### config.mk
export PLATFORM = sky130hd
export DESIGN_NAME = key_range_bucketing_flush
export DESIGN_NICKNAME = d
export VERILOG_FILES = /design/src/hdl/krbf_pkg.sv /design/src/hdl/key_range_bucketing_flush.sv
export SDC_FILE = /design/constraint.sdc
export NUM_CORES = 2
export LEC_CHECK = 0
export BUFFER_PORTS_ARGS = -buffer_cell sky130_fd_sc_hd__buf_2
export CORE_MARGIN = 2
export CORE_UTILIZATION = 40
export DETAILED_ROUTE_END_ITERATION = 7
export HOLD_SLACK_MARGIN = 0.08
export PLACE_DENSITY_LB_ADDON = 0.2
export SYNTH_ARGS = -nofsm -noshare
export SYNTH_HDL_FRONTEND = slang
export SYNTH_SLANG_ARGS = --single-unit
### constraint.sdc
create_clock -name clk -period 7.1 [get_ports clk]
set_clock_uncertainty 0.2 [all_clocks]
set_input_delay 0.355 -clock clk [delete_from_list [all_inputs] [get_ports clk]]
set_output_delay 0.355 -clock clk [all_outputs]
set_load 0.005 [all_outputs]
### src/hdl/krbf_pkg.sv
// ----------------------------------------------------------------------------
// Key range bucketing flush: shared package
// Field widths, register indexes, result codes, transaction structs and the
// controller state type of the bucketing node.
// ----------------------------------------------------------------------------
package krbf_pkg;

  localparam int MAX_CHILDREN_DEF  = 8;
  localparam int BATCH_ENTRIES_DEF = 4;

  localparam int KEY_W         = 32;
  localparam int VALUE_W       = 32;
  localparam int CHILD_W       = 3;
  localparam int CHILD_COUNT_W = 4;
  localparam int ENTRY_W       = KEY_W + VALUE_W;
  // The key range holds up to 2^32 keys, one bit more than a key.
  localparam int TOTAL_W       = KEY_W + 1;
  localparam int DIV_CNT_W     = $clog2(TOTAL_W);

  localparam int CFG_IDX_W  = 2;
  localparam int CFG_DATA_W = 32;

  localparam logic [CFG_IDX_W-1:0] REG_RANGE_LOW   = 2'd0;
  localparam logic [CFG_IDX_W-1:0] REG_RANGE_HIGH  = 2'd1;
  localparam logic [CFG_IDX_W-1:0] REG_CHILD_COUNT = 2'd2;

  localparam logic [CHILD_COUNT_W-1:0] CHILD_COUNT_RST = 4'd8;

  localparam logic MODE_ROUTE = 1'b0;
  localparam logic MODE_DRAIN = 1'b1;

  localparam logic STATUS_FLUSH     = 1'b0;
  localparam logic STATUS_RANGE_ERR = 1'b1;

  typedef struct packed {
    logic               mode;
    logic [KEY_W-1:0]   key;
    logic [VALUE_W-1:0] value;
  } upd_item_t;

  typedef struct packed {
    logic               status;
    logic [CHILD_W-1:0] child;
    logic [KEY_W-1:0]   out_key;
    logic [VALUE_W-1:0] out_value;
    logic               last;
  } res_item_t;

  typedef enum logic [3:0] {
    S_PREP,
    S_DIV,
    S_BND,
    S_IDLE,
    S_ERR,
    S_ROUTE,
    S_WR,
    S_SCAN,
    S_RD,
    S_OUT
  } state_t;

endpackage

### src/hdl/key_range_bucketing_flush.sv
// ----------------------------------------------------------------------------
// Key range bucketing flush
// Routes key/value updates into per-child staging buffers, flushes full
// or drained buffers as runs of result entries and reports out-of-range keys.
// ----------------------------------------------------------------------------
// Usage:
// Configuration is written through cfg_write/cfg_index/cfg_data while the
// block is idle. After reset and after every configuration write the block
// rebuilds its child boundaries: a prep state, a 33-step bit-serial
// division of the range size by the child count, then one step for each
// of the MAX_CHILDREN-1 boundaries. upd_ready stays low during this time.
// Each update transaction on the upd channel is handled alone. A routed
// update passes through accept, child select and staging write. A key
// outside the range gives one error result from the error state. A full
// buffer and a drain emit their entries through the single-port staging
// memory, each entry read and then loaded into the result register; a drain
// also visits a scan state for every child, empty or not. Results leave
// through a registered res channel; when the receiver stalls, the block holds
// the pending result and waits, and the next update is taken once all
// results of the previous one are loaded. Reset empties all staging buffers.
// ----------------------------------------------------------------------------
module key_range_bucketing_flush #(
  parameter int MAX_CHILDREN  = krbf_pkg::MAX_CHILDREN_DEF,
  parameter int BATCH_ENTRIES = krbf_pkg::BATCH_ENTRIES_DEF
) (
  input  logic                          clk,
  input  logic                          rst,
  input  logic                          cfg_write,
  input  logic [krbf_pkg::CFG_IDX_W-1:0]  cfg_index,
  input  logic [krbf_pkg::CFG_DATA_W-1:0] cfg_data,
  input  logic                          upd_valid,
  output logic                          upd_ready,
  input  krbf_pkg::upd_item_t           upd_data,
  output logic                          res_valid,
  input  logic                          res_ready,
  output krbf_pkg::res_item_t           res_data
);
  import krbf_pkg::*;

  localparam int NW    = $clog2(MAX_CHILDREN + 1);
  localparam int CHW   = $clog2(MAX_CHILDREN);
  localparam int CW    = $clog2(BATCH_ENTRIES + 1);
  localparam int DEPTH = MAX_CHILDREN * BATCH_ENTRIES;
  localparam int AW    = $clog2(DEPTH);

  // Configuration registers
  logic [KEY_W-1:0]         range_low;
  logic [KEY_W-1:0]         range_high;
  logic [CHILD_COUNT_W-1:0] child_count;

  // Boundary setup
  logic [NW-1:0]        n_eff;
  logic [NW-1:0]        n_sat;
  logic [TOTAL_W-1:0]   total;
  logic [TOTAL_W-1:0]   div_quo;
  logic [NW-1:0]        div_rem;
  logic [NW-1:0]        div_rem_next;
  logic [NW:0]          div_trial;
  logic                 div_ge;
  logic [DIV_CNT_W-1:0] div_cnt;
  logic [TOTAL_W-1:0]   acc;
  logic [TOTAL_W-1:0]   acc_next;
  logic [CHW-1:0]       bnd_c;
  logic [TOTAL_W-1:0]   bnd [MAX_CHILDREN];

  // Current transaction
  state_t             state;
  state_t             state_next;
  logic [KEY_W-1:0]   cur_key;
  logic [VALUE_W-1:0] cur_value;
  logic [KEY_W-1:0]   idx;
  logic               draining;
  logic               in_range;
  logic [CHW-1:0]     sel;
  logic [CHW-1:0]     em_c;
  logic [CW-1:0]      em_i;
  logic [CW-1:0]      fill [MAX_CHILDREN];
  logic [CW-1:0]      fill_cur;
  logic [CW-1:0]      pos;
  logic [CW-1:0]      pos_inc;
  logic               wr_full;
  logic               entry_last;
  logic               em_c_last;

  // Staging memory and result register
  logic [ENTRY_W-1:0] mem [DEPTH];
  logic [ENTRY_W-1:0] rd_data;
  logic [AW-1:0]      mem_addr;
  logic               mem_we;
  logic               mem_re;
  logic               res_free;
  logic               res_load;
  res_item_t          res_next;

  always_ff @(posedge clk) begin
    if (rst) begin
      range_low   <= '0;
      range_high  <= '1;
      child_count <= CHILD_COUNT_RST;
    end else if (cfg_write) begin
      unique case (cfg_index)
        REG_RANGE_LOW:   range_low   <= cfg_data[KEY_W-1:0];
        REG_RANGE_HIGH:  range_high  <= cfg_data[KEY_W-1:0];
        REG_CHILD_COUNT: child_count <= cfg_data[CHILD_COUNT_W-1:0];
        default: ;
      endcase
    end
  end

  // Range size and child count for the boundary setup
  always_comb begin
    total = {1'b0, range_high} - {1'b0, range_low} + TOTAL_W'(1);
    if (child_count == '0) begin
      n_sat = NW'(1);
    end else if (child_count > CHILD_COUNT_W'(MAX_CHILDREN)) begin
      n_sat = NW'(MAX_CHILDREN);
    end else begin
      n_sat = NW'(child_count);
    end
  end

  // One restoring division step; the remainder stays below the child count.
  always_comb begin
    div_trial    = {div_rem, div_quo[TOTAL_W-1]};
    div_ge       = div_trial >= {1'b0, n_eff};
    div_rem_next = div_ge ? NW'(div_trial - {1'b0, n_eff}) : NW'(div_trial);
  end

  // Child c starts at c*q + min(c, r); each step adds q, plus one while c <= r.
  assign acc_next = acc + div_quo + TOTAL_W'(NW'(bnd_c) <= div_rem);

  always_ff @(posedge clk) begin
    unique case (state)
      S_PREP: begin
        div_quo <= total;
        div_rem <= '0;
        div_cnt <= '0;
        n_eff   <= n_sat;
      end
      S_DIV: begin
        div_quo <= {div_quo[TOTAL_W-2:0], div_ge};
        div_rem <= div_rem_next;
        div_cnt <= div_cnt + DIV_CNT_W'(1);
        acc     <= '0;
        bnd_c   <= CHW'(1);
      end
      S_BND: begin
        bnd[bnd_c] <= acc_next;
        acc        <= acc_next;
        bnd_c      <= bnd_c + CHW'(1);
      end
      default: ;
    endcase
  end

  always_comb begin
    in_range = (range_low <= range_high) && (upd_data.key >= range_low) &&
               (upd_data.key <= range_high);
  end

  // The child is the number of live boundaries at or below the key offset.
  always_comb begin
    sel = '0;
    for (int c = 1; c < MAX_CHILDREN; c++) begin
      if ((NW'(c) < n_eff) && ({1'b0, idx} >= bnd[c])) begin
        sel = sel + CHW'(1);
      end
    end
  end

  always_comb begin
    fill_cur   = fill[em_c];
    pos        = (fill_cur >= CW'(BATCH_ENTRIES)) ? CW'(BATCH_ENTRIES - 1) : fill_cur;
    pos_inc    = pos + CW'(1);
    wr_full    = pos_inc == CW'(BATCH_ENTRIES);
    entry_last = (em_i + CW'(1)) == fill_cur;
    em_c_last  = em_c == CHW'(MAX_CHILDREN - 1);
    res_free   = !res_valid || res_ready;
    mem_addr   = AW'(em_c) * AW'(BATCH_ENTRIES) + AW'((state == S_WR) ? pos : em_i);
  end

  // Next state
  always_comb begin
    state_next = state;
    if (cfg_write) begin
      state_next = S_PREP;
    end else begin
      unique case (state)
        S_PREP: state_next = S_DIV;
        S_DIV: begin
          if (div_cnt == DIV_CNT_W'(TOTAL_W - 1)) state_next = S_BND;
        end
        S_BND: begin
          if (bnd_c == CHW'(MAX_CHILDREN - 1)) state_next = S_IDLE;
        end
        S_IDLE: begin
          if (upd_valid) begin
            if (upd_data.mode == MODE_DRAIN) begin
              state_next = S_SCAN;
            end else begin
              state_next = in_range ? S_ROUTE : S_ERR;
            end
          end
        end
        S_ERR: begin
          if (res_free) state_next = S_IDLE;
        end
        S_ROUTE: state_next = S_WR;
        S_WR:    state_next = wr_full ? S_RD : S_IDLE;
        S_SCAN: begin
          if (fill_cur != '0) begin
            state_next = S_RD;
          end else if (em_c_last) begin
            state_next = S_IDLE;
          end
        end
        S_RD: state_next = S_OUT;
        S_OUT: begin
          if (res_free) begin
            if (!entry_last) begin
              state_next = S_RD;
            end else if (draining && !em_c_last) begin
              state_next = S_SCAN;
            end else begin
              state_next = S_IDLE;
            end
          end
        end
        default: state_next = S_PREP;
      endcase
    end
  end

  // Controller outputs
  always_comb begin
    upd_ready = state == S_IDLE;
    mem_we    = state == S_WR;
    mem_re    = state == S_RD;
    res_load  = res_free && ((state == S_ERR) || (state == S_OUT));
    if (state == S_ERR) begin
      res_next.status    = STATUS_RANGE_ERR;
      res_next.child     = '0;
      res_next.out_key   = cur_key;
      res_next.out_value = cur_value;
      res_next.last      = 1'b0;
    end else begin
      res_next.status    = STATUS_FLUSH;
      res_next.child     = CHILD_W'(em_c);
      res_next.out_key   = rd_data[ENTRY_W-1:VALUE_W];
      res_next.out_value = rd_data[VALUE_W-1:0];
      res_next.last      = entry_last;
    end
  end

  always_ff @(posedge clk) begin
    if (rst) begin
      state    <= S_PREP;
      draining <= 1'b0;
      em_c     <= '0;
      em_i     <= '0;
      for (int c = 0; c < MAX_CHILDREN; c++) begin
        fill[c] <= '0;
      end
    end else begin
      state <= state_next;
      unique case (state)
        S_IDLE: begin
          if (upd_valid) begin
            draining <= upd_data.mode == MODE_DRAIN;
            em_c     <= '0;
            em_i     <= '0;
          end
        end
        S_ROUTE: em_c <= sel;
        S_WR: begin
          fill[em_c] <= pos_inc;
          em_i       <= '0;
        end
        S_SCAN: begin
          if ((fill_cur == '0) && !em_c_last) em_c <= em_c + CHW'(1);
        end
        S_OUT: begin
          if (res_free) begin
            if (entry_last) begin
              fill[em_c] <= '0;
              em_i       <= '0;
              if (draining && !em_c_last) em_c <= em_c + CHW'(1);
            end else begin
              em_i <= em_i + CW'(1);
            end
          end
        end
        default: ;
      endcase
    end
  end

  // Latched update; the key offset feeds the child select.
  always_ff @(posedge clk) begin
    if (upd_valid && upd_ready) begin
      cur_key   <= upd_data.key;
      cur_value <= upd_data.value;
      idx       <= upd_data.key - range_low;
    end
  end

  always_ff @(posedge clk) begin
    if (mem_we) begin
      mem[mem_addr] <= {cur_key, cur_value};
    end
  end

  always_ff @(posedge clk) begin
    if (mem_re) begin
      rd_data <= mem[mem_addr];
    end
  end

  always_ff @(posedge clk) begin
    if (rst) begin
      res_valid <= 1'b0;
    end else if (res_load) begin
      res_valid <= 1'b1;
    end else if (res_ready) begin
      res_valid <= 1'b0;
    end
  end

  always_ff @(posedge clk) begin
    if (res_load) begin
      res_data <= res_next;
    end
  end

`ifndef SYNTHESIS
  // A staged entry keeps its buffer non-empty until the run is flushed.
  a_fill_after_write: assert property (@(posedge clk) disable iff (rst)
    (state == S_WR) |=> (fill[em_c] != '0))
    else $error("staging buffer empty right after a write");

  a_flush_clears: assert property (@(posedge clk) disable iff (rst)
    (state == S_OUT && res_load && entry_last) |=> (fill[$past(em_c)] == '0))
    else $error("flushed child buffer not cleared");

  a_err_shape: assert property (@(posedge clk) disable iff (rst)
    (res_valid && res_data.status == STATUS_RANGE_ERR) |->
      (res_data.child == '0 && !res_data.last))
    else $error("range error result carries child or last");

  // Each transaction is handled alone; upd_ready is low in the cycle after an accept.
  a_one_at_a_time: assert property (@(posedge clk) disable iff (rst)
    (upd_valid && upd_ready) |=> !upd_ready)
    else $error("update accepted in back-to-back cycles");
`endif

endmodule
==> results by group <==
Critical path
  – Crit path launch: idx[1]
  – Critical Path AT: 7.73 ns
  – CP Capture Point: em_c[2]
  – FF-to-FF Start: idx[1]
  – FF-to-FF setup slack: -0.08 ns
  – Req. time, crit path: 7.65 ns
  – Worst-path maximum fanout: 6
  – Worst Setup End Kind: register
  – WS Path Type: reg2reg
  – Reg2Reg Depth: 35
  – Critical-path top delay cell: edfxtp_1
  – Critical R2R Capture: em_c[2]
  – CP most frequent cell: o21a_1
  – Largest stage delay, worst path: 0.45 ns
  – Startpoint Class: register

Status
  – Status: complete, but fails checks
  – Failing checks: negative setup slack

Placed design
  – Final HPWL from detailed placement: 171.7 mm
  – DP Worst Slack: -0.5207 ns
  – Buffers on Ports: 174
  – Routability cong.: ~0.82
  – DP Area: ~0.12 mm²

Global route
  – Initial antenna violation count: 17
  – Vias in the first global route: between 60000 and 70000
  – Grt ovf: 0
  – First-pass GRT wire length: between 400 and 500 mm
  – Total track usage: 0.2185
  – Largest net degree at the start of global routing: between 100 and 150

STA
  – Worst Tran Pin Value: around 1.4 ns
  – Relative slew margins: 0.06239
  – Final period util: 1.012
  – Final setup margin: -0.08383 ns
  – RSZ-0062 raised after global routing: yes
  – Final Hold Viols: 0
  – Fmax: 0.1392 GHz
  – Fin crit period: between 7 and 8 ns
  – Fin. max-slew vios: 0
  – Setup Viol. Count Final: 2

Final layout
  – Final instance area: 0.1293 mm²
  – Post-layout nets: around 7200
  – Layout cells sized above 1: 0.2049
  – Area Overhead vs Synth: 16.11%
  – Final core occ: 0.4672
  – Fillers: 23610

Clock network
  – H-Tree Depth: 5
  – Clk sink count: ~2700
  – Clock Latency Late Sink: 0.90 ns
  – CTS tree: yes
  – Root buffer cell: clkbuf_16
  – Clock Path Buffers: 4
  – CTS Buf Count: 294
  – Clock-pin slew on the worst setup and hold paths: roughly 0.060 ns

Yosys
  – Post-synth net total: 6644
  – Syn avg cell area: 18.26 µm²
  – Seq/Total Area, Yosys: 0.7201
  – Area contributors post-synth: edfxtp_1, mux4_2, ha_1
  – Synth Cell Area: 0.1114 mm²
  – Post-synth EDFFs: 2615
  – #FFs+latches synth: approximately 2700
  – Share of the synthesized area in the top cell type: 0.7052
  – Count leader, synth: edfxtp_1
  – Post-Synthesis Cells: 6097
  – Top FF cell, synth: edfxtp_1
  – Async SR Flop Fraction: 0
  – Cell variety after synth: 80
  – Post-synth top cells: edfxtp_1, mux4_2, ha_1, inv_1, a22oi_1
  – Syn. warnings: 0
  – Biggest area consumer among synthesized cells: edfxtp_1

Routing
  – First-pass iteration count of the detailed router: 5
  – Final wirelength: approximately 310 mm
  – Post-DR vias/cell: between 5 and 6
  – Total via count in the routed design: roughly 60000
  – Post-route antenna net violation count: 0
  – DR WL/cell: 29.56 µm
  – DRT iter0 DRCs: ~6400
  – Number of remaining DRC errors: 0

Floorplan
  – Initial core utilization: 0.4024
  – Die Area: about 0.28 mm²
  – Total core area: between 0.2 and 0.3 mm²
  – Die width: between 500 and 600 µm
  – Die height: 531.6 µm
  – Top Ports: around 180
  – # rows: between 150 and 200

Power
  – PD cells: just under 300 mW/mm²
  – P_leak: between 0.04 and 0.05 µW
  – Maximum vdd ir drop: around 0.00019 V

Min path
  – Hold Crit Class: in2reg

Flow run
  – Max_cap viols: 0
-- layout make-up --
| type | instances | area [µm²] | area share |
|---|---|---|---|
| Multi-Input combinational cell | 2842 | 29540 | 0.2284 |
| Sequential cell | 2698 | 80190 | 0.6202 |
| Antenna cell | 8 | 20.02 | 0.0001548 |
| Inverter | 340 | 1276 | 0.009870 |
| Clock inverter | 161 | 1315 | 0.01017 |
| Timing Repair Buffer | 519 | 4628 | 0.03579 |
| Clock buffer | 361 | 7704 | 0.05958 |
| Tap cell | 3705 | 4636 | 0.03585 |
-- kinds of logic after synthesis --
logic type / count (synthesis) / synth area share
AOI/OAI and AO/OA: 906 / 0.05500
xor gates and xnor gates: 99 / 0.008213
adders and majority gates: 443 / 0.05011
buffers and inverters: 557 / 0.01943
DFF: 2698 / 0.7201
muxes: 591 / 0.1121
other: 1 / 0.00003367
and+or+nand+nor: 802 / 0.03509
-- state kept, by name, summed over array words and instances, names as in the netlist, 3 cells and up, named ones only --
name         count
div_rem          4
div_quo         33
bnd            231
em_i             3
cur_value       32
range_high      32
fill            24
range_low       32
res_data        69
acc             33
rd_data         64
n_eff            4
child_count      4
em_c             3
cur_key         32
div_cnt          6
state            4
idx             32
bnd_c            3
mem           2048
-- repair_timing --
| action | 4_1_cts | 5_1_grt |
|---|---|---|
| gates cloned | 0 | 0 |
| endpoints found under the setup margin | 2 | 2 |
| setup buffers | 3 | 1 |
| pin swaps | 21 | 7 |
| endpoints found under the hold margin | 242 | 0 |
| resized for setup | 13 | 6 |
| hold buffers | 169 | 0 |
-- metal layers --
metal | share of wire | track usage | vias to the layer above
met4 | 0.027 | 0.05983 | 8
met3 | 0.073 | 0.04100 | 393
met1 | 0.44 | 0.3146 | 32080
met5 | 0.00018 | 0 | -
met2 | 0.46 | 0.3405 | 2207
li1 | - | - | 25800
-- critical path, delay by kind of cell, from the launching register on --
family / cells / cell delay (ns)
muxes: 1 / 0.29
AOI/OAI and AO/OA: 15 / 2.85
DFF: 1 / 0.45
buffers and inverters: 2 / 0.32
and+or+nand+nor: 8 / 0.95
adders and majority gates: 6 / 1.45
xor gates and xnor gates: 3 / 0.60
-- stage by stage --
| step | total power (µW) | hold slack, ns | std cells | setup TNS, ns |
|---|---|---|---|---|
| 5_1_grt | 39320 | 0.1016 | 10630 | -0.7796 |
| 3_5_place_dp | 23620 | 0.2712 | 9931 | -1.041 |
| 3_3_place_gp | 23580 | 0.2648 | 9931 | -0.8493 |
| 2_1_floorplan | 21680 | 0.2520 | 6097 | 0 |
| 6_report | 37960 | 0.1186 | 10630 | -0.1676 |
| 4_1_cts | 38280 | 0.08122 | 10630 | -0.3593 |
-- where the power goes --
part | switching [µW] | internal (µW)
Combinational | 3120 | 1410
Sequential | 274 | 18600
Clock | 6300 | 8280
Total | 9700 | 28300
-- worst min path at each step --
stage	from	end	slack (ns)	depth (start not counted)
final	cfg_data[20]	range_high[20]	0.12	3
after global placement	range_low[11]	range_low[11]	0.26	2
after floorplan	draining	draining	0.25	2
after global routing	upd_data[34]	cur_key[2]	0.10	2
after detailed placement	range_low[16]	range_low[16]	0.27	2
after CTS	upd_data[56]	cur_key[24]	0.08	2
-- placed cells by master (no fill, tap or decap), types with 59 or more instances in the layout --
master	instances
a21o_1	106
a21oi_1	204
a22oi_1	259
buf_12	59
buf_2	173
buf_4	117
clkbuf_1	62
clkbuf_16	298
clkinv_1	63
dfxtp_1	83
dlygate4sd3_1	169
edfxtp_1	2615
ha_1	433
inv_1	339
mux2_2	59
mux4_2	518
nand2_1	195
nand4_1	119
nor2_1	194
o21ai_0	99
No activity file was read; power rests on OpenSTA's default activity.
